File: src/hdl/motion_state_filter_macros.svh
// assertion macros for the motion state filter
// expects clk_i and rst_ni in the scope of the module that uses them

`ifndef MOTION_STATE_FILTER_MACROS_SVH
`define MOTION_STATE_FILTER_MACROS_SVH

// same-cycle implication, checked out of reset
`define MSF_ASSERT_IMPL(lbl, ante, cons, msg) \
  lbl: assert property (@(posedge clk_i) disable iff (!rst_ni) (ante) |-> (cons)) \
    else $error(msg);

// next-cycle implication, checked out of reset
`define MSF_ASSERT_NEXT(lbl, ante, cons, msg) \
  lbl: assert property (@(posedge clk_i) disable iff (!rst_ni) (ante) |=> (cons)) \
    else $error(msg);

`endif

File: src/hdl/msf_pkg.sv
// shared types, widths, constants and saturation helpers of the motion state filter
// no dependencies

`timescale 1ns / 1ps

package msf_pkg;

  // field widths
  localparam int unsigned SPEED_W = 32;  // signed Q16.16
  localparam int unsigned ACCEL_W = 48;  // signed Q32.16
  localparam int unsigned ANGLE_W = 32;  // signed Q3.28

  // configuration registers
  localparam int unsigned CFG_IDX_W  = 2;
  localparam int unsigned CFG_DATA_W = 32;
  localparam int unsigned EG_W       = 26;
  localparam int unsigned IG_W       = 18;
  localparam int unsigned SP_W       = 32;

  localparam logic [CFG_IDX_W-1:0] CFG_ERROR_GAIN      = 2'd0;
  localparam logic [CFG_IDX_W-1:0] CFG_INTEGRATOR_GAIN = 2'd1;
  localparam logic [CFG_IDX_W-1:0] CFG_SAMPLE_PERIOD   = 2'd2;

  localparam logic [EG_W-1:0] EG_RESET = 26'd55137119;
  localparam logic [IG_W-1:0] IG_RESET = 18'd80372;
  localparam logic [SP_W-1:0] SP_RESET = 32'd1073742;

  // shared multiply and round unit
  localparam int unsigned DIGIT_W   = 16;
  localparam int unsigned MAC_A_W   = 49;                      // widest signed operand
  localparam int unsigned MAC_B_W   = 2 * DIGIT_W;             // unsigned operand
  localparam int unsigned MAC_P_W   = MAC_A_W + DIGIT_W + 1;   // one partial product
  localparam int unsigned MAC_ACC_W = MAC_A_W + MAC_B_W;       // full product
  localparam int unsigned MAC_RES_W = 52;                      // widest rounded result

  // widths of the post-processing adder and of the speed sum and difference
  localparam int unsigned SUM_W = MAC_RES_W + 1;
  localparam int unsigned DIFF_W = SPEED_W + 1;

  // rounding shift selection
  typedef enum logic [1:0] {
    SH_16,
    SH_21,
    SH_32
  } shift_e;

  typedef struct packed {
    logic   mul_en;   // multiply one digit of b into the accumulator
    logic   hi_digit; // high digit, starts a new product
    logic   rnd_en;   // round and shift the accumulator into the result
    shift_e shift;
  } mac_ctrl_t;

  // clamp to the signed 32-bit range
  function automatic logic signed [SPEED_W-1:0] sat32(input logic signed [SUM_W-1:0] v);
    logic signed [SPEED_W-1:0] r;
    if ((&v[SUM_W-1:SPEED_W-1]) || !(|v[SUM_W-1:SPEED_W-1])) begin
      r = v[SPEED_W-1:0];
    end else begin
      r = {v[SUM_W-1], {(SPEED_W-1){!v[SUM_W-1]}}};
    end
    return r;
  endfunction

  // clamp to the signed 48-bit range
  function automatic logic signed [ACCEL_W-1:0] sat48(input logic signed [SUM_W-1:0] v);
    logic signed [ACCEL_W-1:0] r;
    if ((&v[SUM_W-1:ACCEL_W-1]) || !(|v[SUM_W-1:ACCEL_W-1])) begin
      r = v[ACCEL_W-1:0];
    end else begin
      r = {v[SUM_W-1], {(ACCEL_W-1){!v[SUM_W-1]}}};
    end
    return r;
  endfunction

endpackage

File: src/hdl/msf_cfg.sv
// configuration register file: error gain, integrator gain and sample period
// depends on msf_pkg

`timescale 1ns / 1ps

module msf_cfg (
  input  logic                           clk_i,
  input  logic                           rst_ni,
  input  logic                           we_i,
  input  logic [msf_pkg::CFG_IDX_W-1:0]  idx_i,
  input  logic [msf_pkg::CFG_DATA_W-1:0] wdata_i,
  output logic [msf_pkg::EG_W-1:0]       error_gain_o,
  output logic [msf_pkg::IG_W-1:0]       integrator_gain_o,
  output logic [msf_pkg::SP_W-1:0]       sample_period_o
);
  import msf_pkg::*;

  logic [EG_W-1:0] eg_q, eg_d;
  logic [IG_W-1:0] ig_q, ig_d;
  logic [SP_W-1:0] sp_q, sp_d;

  // register decode, writes past the list fall through
  always_comb begin
    eg_d = eg_q;
    ig_d = ig_q;
    sp_d = sp_q;
    if (we_i) begin
      unique case (idx_i)
        CFG_ERROR_GAIN:      eg_d = wdata_i[EG_W-1:0];
        CFG_INTEGRATOR_GAIN: ig_d = wdata_i[IG_W-1:0];
        CFG_SAMPLE_PERIOD:   sp_d = wdata_i[SP_W-1:0];
        default:             ;
      endcase
    end
  end

  always_ff @(posedge clk_i or negedge rst_ni) begin
    if (!rst_ni) begin
      eg_q <= EG_RESET;
      ig_q <= IG_RESET;
      sp_q <= SP_RESET;
    end else begin
      eg_q <= eg_d;
      ig_q <= ig_d;
      sp_q <= sp_d;
    end
  end

  assign error_gain_o      = eg_q;
  assign integrator_gain_o = ig_q;
  assign sample_period_o   = sp_q;

endmodule

File: config.mk
export PLATFORM = sky130hd
export DESIGN_NAME = msf_cfg
export DESIGN_NICKNAME = d
export VERILOG_FILES = /design/src/hdl/motion_state_filter_macros.svh /design/src/hdl/msf_pkg.sv /design/src/hdl/msf_cfg.sv
export SDC_FILE = /design/constraint.sdc
export NUM_CORES = 1
export LEC_CHECK = 0
export BUFFER_PORTS_ARGS = -buffer_cell sky130_fd_sc_hd__buf_2
export CAP_MARGIN = 25
export CELL_PAD_IN_SITES_DETAIL_PLACEMENT = 2
export CELL_PAD_IN_SITES_GLOBAL_PLACEMENT = 2
export CORE_MARGIN = 5
export CORE_UTILIZATION = 29
export DETAILED_ROUTE_END_ITERATION = 16
export GPL_ROUTABILITY_DRIVEN = 0
export PLACE_DENSITY = 0.86
export SLEW_MARGIN = 20
export SYNTH_ARGS = -nofsm -noshare
export SYNTH_HDL_FRONTEND = slang
export SYNTH_SLANG_ARGS = --single-unit
export TNS_END_PERCENT = 20
File: constraint.sdc
create_clock -name clk_i -period 0.8 [get_ports clk_i]
set_input_delay 0.16 -clock clk_i [delete_from_list [all_inputs] [get_ports clk_i]]
set_output_delay 0.16 -clock clk_i [all_outputs]
set_load 0.01 [all_outputs]
==> results of run 1 <==
metrics by stage:
step | area [um^2] | util [%] | worst slack, ns | hold WS, ns
global placement | 3710 | 38.2 | -0.429 | 0.151
floorplan | 2930 | - | -0.342 | -0.136
finish | 4310 | 44.3 | -0.361 | 0.0483
global route | 4310 | 44.3 | -0.409 | 0.0277
detailed placement | 3710 | 38.2 | -0.449 | 0.162
CTS | 4230 | 43.5 | -0.389 | 0.0262
metal layers:
layer  routed length, um  vias up
met3                 676        7
met2                4310       72
met4                  56        0
met1                2940      980
met5                   0        -
li1                    -      827
layout by cell type, fill, tap and decap left out:
cell type | Yosys | final
buf_12 | 0 | 5
buf_2 | 3 | 59
buf_4 | 0 | 5
buf_6 | 3 | 53
buf_8 | 0 | 1
bufinv_16 | 0 | 1
clkbuf_1 | 0 | 1
clkbuf_8 | 0 | 10
clkinv_4 | 0 | 1
clkinvlp_4 | 0 | 3
dfrtp_1 | 43 | 43
dfstp_2 | 33 | 33
dlygate4sd3_1 | 0 | 1
mux2_1 | 1 | 1
mux2_2 | 75 | 61
mux2_4 | 0 | 14
nand3b_1 | 1 | 1
nand3b_2 | 1 | 1
nor3b_4 | 1 | 1
cell families after synthesis:
logic type / share of synthesized area [%]
simple gates: 1.30
buf+inv: 1.69
flops: 67.3
mux: 29.7
registers in the layout, summed over array words and instances (netlist names):
| signal | flops |
|---|---|
| sample_period_o | 32 |
| error_gain_o | 26 |
| integrator_gain_o | 18 |
timing repair:
item,in CTS,in global routing
gates cloned,0,0
setup buffers,2,3
resized for setup,49,11
setup endpoints to repair,126,123
pin swaps,1,0
hold endpoints to repair,43,0
hold buffers,1,0
worst register-to-register path: cells and delay by family (launching register included):
kind | cells | cell delay [ns]
multiplexers | 1 | 0.26
flip-flops | 1 | 0.39
buffers and inverters | 2 | 0.21
how the worst max path moves through the flow:
stage / depth (start not counted) / slack [ns] / endpoint
after floorplan: 3 / -0.34 / error_gain_o[10]$_DFFE_PN0P_
after global placement: 4 / -0.43 / error_gain_o[20]$_DFFE_PN0P_
after detailed placement: 4 / -0.45 / error_gain_o[23]$_DFFE_PN0P_
after CTS: 1 / -0.39 / error_gain_o[3]
after global routing: 1 / -0.41 / error_gain_o[3]
final: 1 / -0.36 / error_gain_o[25]
final cells by class:
class                           instances  area [um^2]  area share, %
Tap cell                              133          166           3.86
Clock buffer                           11          141           3.28
Clock inverter                          5         61.3           1.42
Sequential cell                        76         1940           45.1
Multi-Input combinational cell         79          946           21.9
Timing Repair Buffer                  124         1050           24.5
power by group:
part | internal, mW | total, mW | switching [mW]
clock network | 1.53 | 2.93 | 1.40
logic | 1.85 | 3.01 | 1.15
registers | 4.81 | 5.32 | 0.505
==> out/metrics.json, run 1 <==
{
  "floorplan": {
    "fp.dieArea_um2": 12000,
    "fp.dieH_um": 110,
    "die_width_um": 110,
    "num_rows": 36,
    "floorplan.initialDensity_pct": 29.7,
    "floorplan.core_area_um2": 9730,
    "top_level_ports": 113
  },
  "synthesis": {
    "post-synth-top-area-cell": "dfrtp_1",
    "synth_commonest_cells": "mux2_2, dfrtp_1, dfstp_2",
    "synth.top_cell.area_share_pct": 37.3,
    "ys_seq_area_share_pct": 67.3,
    "synth_flop_cell": "dfrtp_1",
    "postSynthRegisterBits": 76,
    "synth.top_cells.by_area": "dfrtp_1, dfstp_2, mux2_2",
    "synth_enable_flop_cells": 0,
    "synth_cell_types": 9,
    "dominant_cell_by_count_in_the_synthesized_netlist": "mux2_2",
    "yosysWarnings": 0,
    "syn_area_per_cell_um2": 17.9,
    "syn_nets": 198,
    "synthesized_area_um2": 2890,
    "synth_cells": 161,
    "async_reset_ff_share_pct": 100
  },
  "global_route": {
    "grt_remaining_overflow": 0,
    "grt_pass1_wl_um": 12200,
    "global_route.peak_usage_layer": "met2",
    "initial_antenna_violation_count": 0,
    "grt_start_max_net_pins": 41,
    "vias_in_the_first_global_route": 2251,
    "grt_use_total_pct": 13.6,
    "groute.layer.met3.usage_pct": 5.87,
    "use_met2_pct": 25.2,
    "grt_use_met1_pct": 14.0
  },
  "clocking": {
    "clkSlewWorstSetupHoldPaths_ns": 0.08,
    "clkLatencyLatePin_ns": 0.33,
    "cts.htree.levels": 3,
    "cts_made_buffers": 9,
    "ctsRootBufferMaster": "clkbuf_8",
    "clock-sinks": 76,
    "cts_tree": "done",
    "cts-root-to-sink-buffers": 2
  },
  "timing": {
    "tns_ns": -21.70,
    "final_max_slew_viol_count": 0,
    "max_clock_freq_mhz": 861,
    "final-hold-violation-count": 0,
    "worstMarginPinSlew_ns": 0.221,
    "min_setup_slack_post_route_ns": -0.361,
    "worst_slew_slack_as_a_fraction_of_its_limit_pct": 85.2,
    "layout_worst_path_cycle_share_pct": 145,
    "timing.final.crit_period_ns": 1.16,
    "setup_repair_after_global_routing_missed_its_margin": "true",
    "timing.clock.skew_ns": 0,
    "finalSetupViolations": 109
  },
  "layout": {
    "stdcell_count": 428,
    "final_layout_size_suffix_gt1_share_pct": 84.1,
    "finish.net_count": 327,
    "antennaDiodeCount": 0,
    "area_growth_syn_to_fin_pct": 49.5,
    "fillers": 964
  },
  "placement": {
    "port_buffers": 112,
    "hpwlAfterDp_um": 5690,
    "post-place-cells": 406
  },
  "worst_setup_path": {
    "critical_path.reg2reg.endpoint": "error_gain_o[2]$_DFFE_PN1P_",
    "critPathBufInv": 1,
    "path_class": "register to output port",
    "regToRegSetupSlack_ns": -0.12,
    "crit_chain": "buf_6",
    "cp_slowest_stage_delay_ns": 0.56,
    "critical_path.reg2reg.startpoint": "error_gain_o[2]$_DFFE_PN1P_",
    "critical_path.max_fanout": 2,
    "cp-startpoint": "error_gain_o[25]$_DFFE_PN1P_",
    "cp-start-kind": "register",
    "r2r_cells": 3,
    "setup.worst_path.end_class": "output port",
    "cp_data_required_time_ns": 0.64,
    "worst_path_dominant_cell_family": "flip-flops",
    "critical_path_arrival_ns": 1.00,
    "cpMaxStageDelayCell": "dfstp_2"
  },
  "route": {
    "viasPerCell": 4.41,
    "num_vias": 1886,
    "antenna_violating_nets_post_route": 0,
    "routedWlPerCell_um": 18.7,
    "routed_wirelength_um": 7980,
    "drt_drc_violations_left": 0,
    "first_pass_iters": 3,
    "detailedRoute.firstIterationViolations": 20
  },
  "status": {
    "violations_in_the_final_reports": "negative setup slack",
    "outcome": "complete, but fails checks"
  },
  "power_and_ir_drop": {
    "ir_worst_vdd_v": 0.00114,
    "cellLeakagePower_nw": 1.96,
    "power.density_nw_per_um2": 2610,
    "post-layout-total-power_mw": 11.3
  },
  "hold_path": {
    "hp-class": "input pin to register",
    "worst_hold_path.endpoint": "sample_period_o[27]$_DFFE_PN0P_",
    "hold_path.startpoint": "wdata_i[27]",
    "worst_hold_path.num_cells": 2
  },
  "job": {
    "maxCapViolations": 0
  }
}
No activity file was read; power rests on OpenSTA's default activity.
==> run 2, diff against run 1 <==
--- a/config.mk
+++ b/config.mk
@@ -5,6 +5,7 @@
 export SDC_FILE = /design/constraint.sdc
 export NUM_CORES = 1
 export LEC_CHECK = 0
+export ABC_CLOCK_PERIOD_IN_PS = 800
 export BUFFER_PORTS_ARGS = -buffer_cell sky130_fd_sc_hd__buf_2
 export CAP_MARGIN = 25
 export CELL_PAD_IN_SITES_DETAIL_PLACEMENT = 2
@@ -14,6 +15,7 @@
 export DETAILED_ROUTE_END_ITERATION = 16
 export GPL_ROUTABILITY_DRIVEN = 0
 export PLACE_DENSITY = 0.86
+export SETUP_SLACK_MARGIN = 0.1
 export SLEW_MARGIN = 20
 export SYNTH_ARGS = -nofsm -noshare
 export SYNTH_HDL_FRONTEND = slang
==> out/metrics.json, run 2 (synthesized netlist as in run 1, its figures left out) <==
{
  "status": {
    "outcome": "complete, but fails checks",
    "violations_in_the_final_reports": "negative setup slack"
  },
  "global_route": {
    "grt_start_max_net_pins": 41,
    "grt_pass1_wl_um": 12300,
    "vias_in_the_first_global_route": 2240,
    "grt_remaining_overflow": 0,
    "grt_use_total_pct": 13.7,
    "initial_antenna_violation_count": 0
  },
  "route": {
    "viasPerCell": 4.40,
    "detailedRoute.firstIterationViolations": 31,
    "routedWlPerCell_um": 18.5,
    "antenna_violating_nets_post_route": 0,
    "routed_wirelength_um": 7960,
    "drt_drc_violations_left": 0,
    "num_vias": 1890,
    "first_pass_iters": 3
  },
  "floorplan": {
    "fp.dieH_um": 110,
    "fp.dieArea_um2": 12000,
    "top_level_ports": 113,
    "floorplan.core_area_um2": 9730,
    "num_rows": 36,
    "floorplan.initialDensity_pct": 29.7,
    "die_width_um": 110
  },
  "power_and_ir_drop": {
    "ir_worst_vdd_v": 0.00114,
    "power.density_nw_per_um2": 2610,
    "post-layout-total-power_mw": 11.3,
    "cellLeakagePower_nw": 1.98
  },
  "timing": {
    "layout_worst_path_cycle_share_pct": 145,
    "final_max_slew_viol_count": 0,
    "timing.clock.skew_ns": 0,
    "setup_repair_after_global_routing_missed_its_margin": "true",
    "max_clock_freq_mhz": 861,
    "min_setup_slack_post_route_ns": -0.361,
    "worst_slew_slack_as_a_fraction_of_its_limit_pct": 85.2,
    "worstMarginPinSlew_ns": 0.221,
    "final-hold-violation-count": 0,
    "tns_ns": -21.65,
    "timing.final.crit_period_ns": 1.16,
    "finalSetupViolations": 110
  },
  "worst_setup_path": {
    "critical_path.max_fanout": 2,
    "cp_slowest_stage_delay_ns": 0.56,
    "cpMaxStageDelayCell": "dfstp_2",
    "cp_data_required_time_ns": 0.64,
    "worst_path_dominant_cell_family": "flip-flops",
    "path_class": "register to output port",
    "crit_chain": "buf_6",
    "regToRegSetupSlack_ns": -0.12,
    "setup.worst_path.end_class": "output port",
    "cp-start-kind": "register",
    "critPathBufInv": 1,
    "critical_path_arrival_ns": 1.00
  },
  "layout": {
    "largest_register_ff_count": 32,
    "layout.cells.most_common_list": "mux2_2, buf_2, buf_6, dfrtp_1, dfstp_2",
    "antennaDiodeCount": 0,
    "fillers": 960,
    "final_layout_size_suffix_gt1_share_pct": 84.2,
    "area_growth_syn_to_fin_pct": 50.5,
    "layout.cells.most_common": "mux2_2",
    "finish.net_count": 329
  },
  "job": {
    "maxCapViolations": 0
  },
  "clocking": {
    "cts_tree": "done",
    "clkSlewWorstSetupHoldPaths_ns": 0.08,
    "clock-sinks": 76,
    "cts_made_buffers": 9,
    "ctsRootBufferMaster": "clkbuf_8",
    "clkLatencyLatePin_ns": 0.33,
    "cts-root-to-sink-buffers": 2,
    "cts.htree.levels": 3
  },
  "placement": {
    "port_buffers": 112,
    "hpwlAfterDp_um": 5690
  },
  "hold_path": {
    "hp-class": "input pin to register"
  }
}
-- run 2: changes by cell type in the layout (fill, tap and decap cells not counted) --
cell / before / now
buf_6: 53 / 56
buf_2: 59 / 58
-- run 2: worst paths after layout --
check,startpoint,to,depth (start not counted)
setup / recovery,error_gain_o[25]$_DFFE_PN1P_,error_gain_o[25],1
hold / removal,wdata_i[27],sample_period_o[27]$_DFFE_PN0P_,2
setup reg to reg,error_gain_o[2]$_DFFE_PN1P_,error_gain_o[2]$_DFFE_PN1P_,3
hold reg to reg,sample_period_o[10]$_DFFE_PN0P_,sample_period_o[10]$_DFFE_PN0P_,1
max in group asynchronous,rst_ni,error_gain_o[25]$_DFFE_PN1P_,3
min in group asynchronous,rst_ni,sample_period_o[11]$_DFFE_PN0P_,3
-- run 2: layout make-up --
| cell class | count | area, um^2 | share of cell area, % |
|---|---|---|---|
| clock inverters | 5 | 61.3 | 1.41 |
| clock buffers | 11 | 141 | 3.26 |
| repair buffers | 126 | 1080 | 25.0 |
| multi-input cells | 79 | 946 | 21.8 |
| flip-flops and latches | 76 | 1940 | 44.8 |
| well taps | 133 | 166 | 3.83 |
-- run 2: repair_timing --
item,in CTS,in global routing
resized for setup,50,13
hold buffers,1,0
endpoints found under the setup margin,152,152
setup buffers,3,4
pin swaps,1,0
endpoints found under the hold margin,43,0
-- run 2: per-stage QoR --
stage	utilization (%)	cells	setup slack, ns	hold WS [ns]	cell area (um^2)
floorplan	-	161	-0.342	-0.136	2930
finish	44.6	430	-0.361	0.0498	4340
global route	44.6	430	-0.409	0.0277	4340
CTS	43.6	426	-0.389	0.0262	4250
detailed placement	38.2	406	-0.449	0.162	3710
global placement	38.2	406	-0.429	0.151	3710
-- run 2: power by group --
part | switching [mW] | leakage [nW] | internal (mW) | total (mW)
sequential | 0.504 | 0.856 | 4.81 | 5.31
clock | 1.40 | 0.0918 | 1.53 | 2.93
combinational | 1.16 | 1.03 | 1.90 | 3.07
-- run 2: routing by layer --
metal,routed length [um],track usage [%],up-vias
li1,-,-,830
met1,2880,13.9,986
met2,4360,25.9,70
met3,680,5.81,4
met4,36,3.21,0
met5,0,0,-
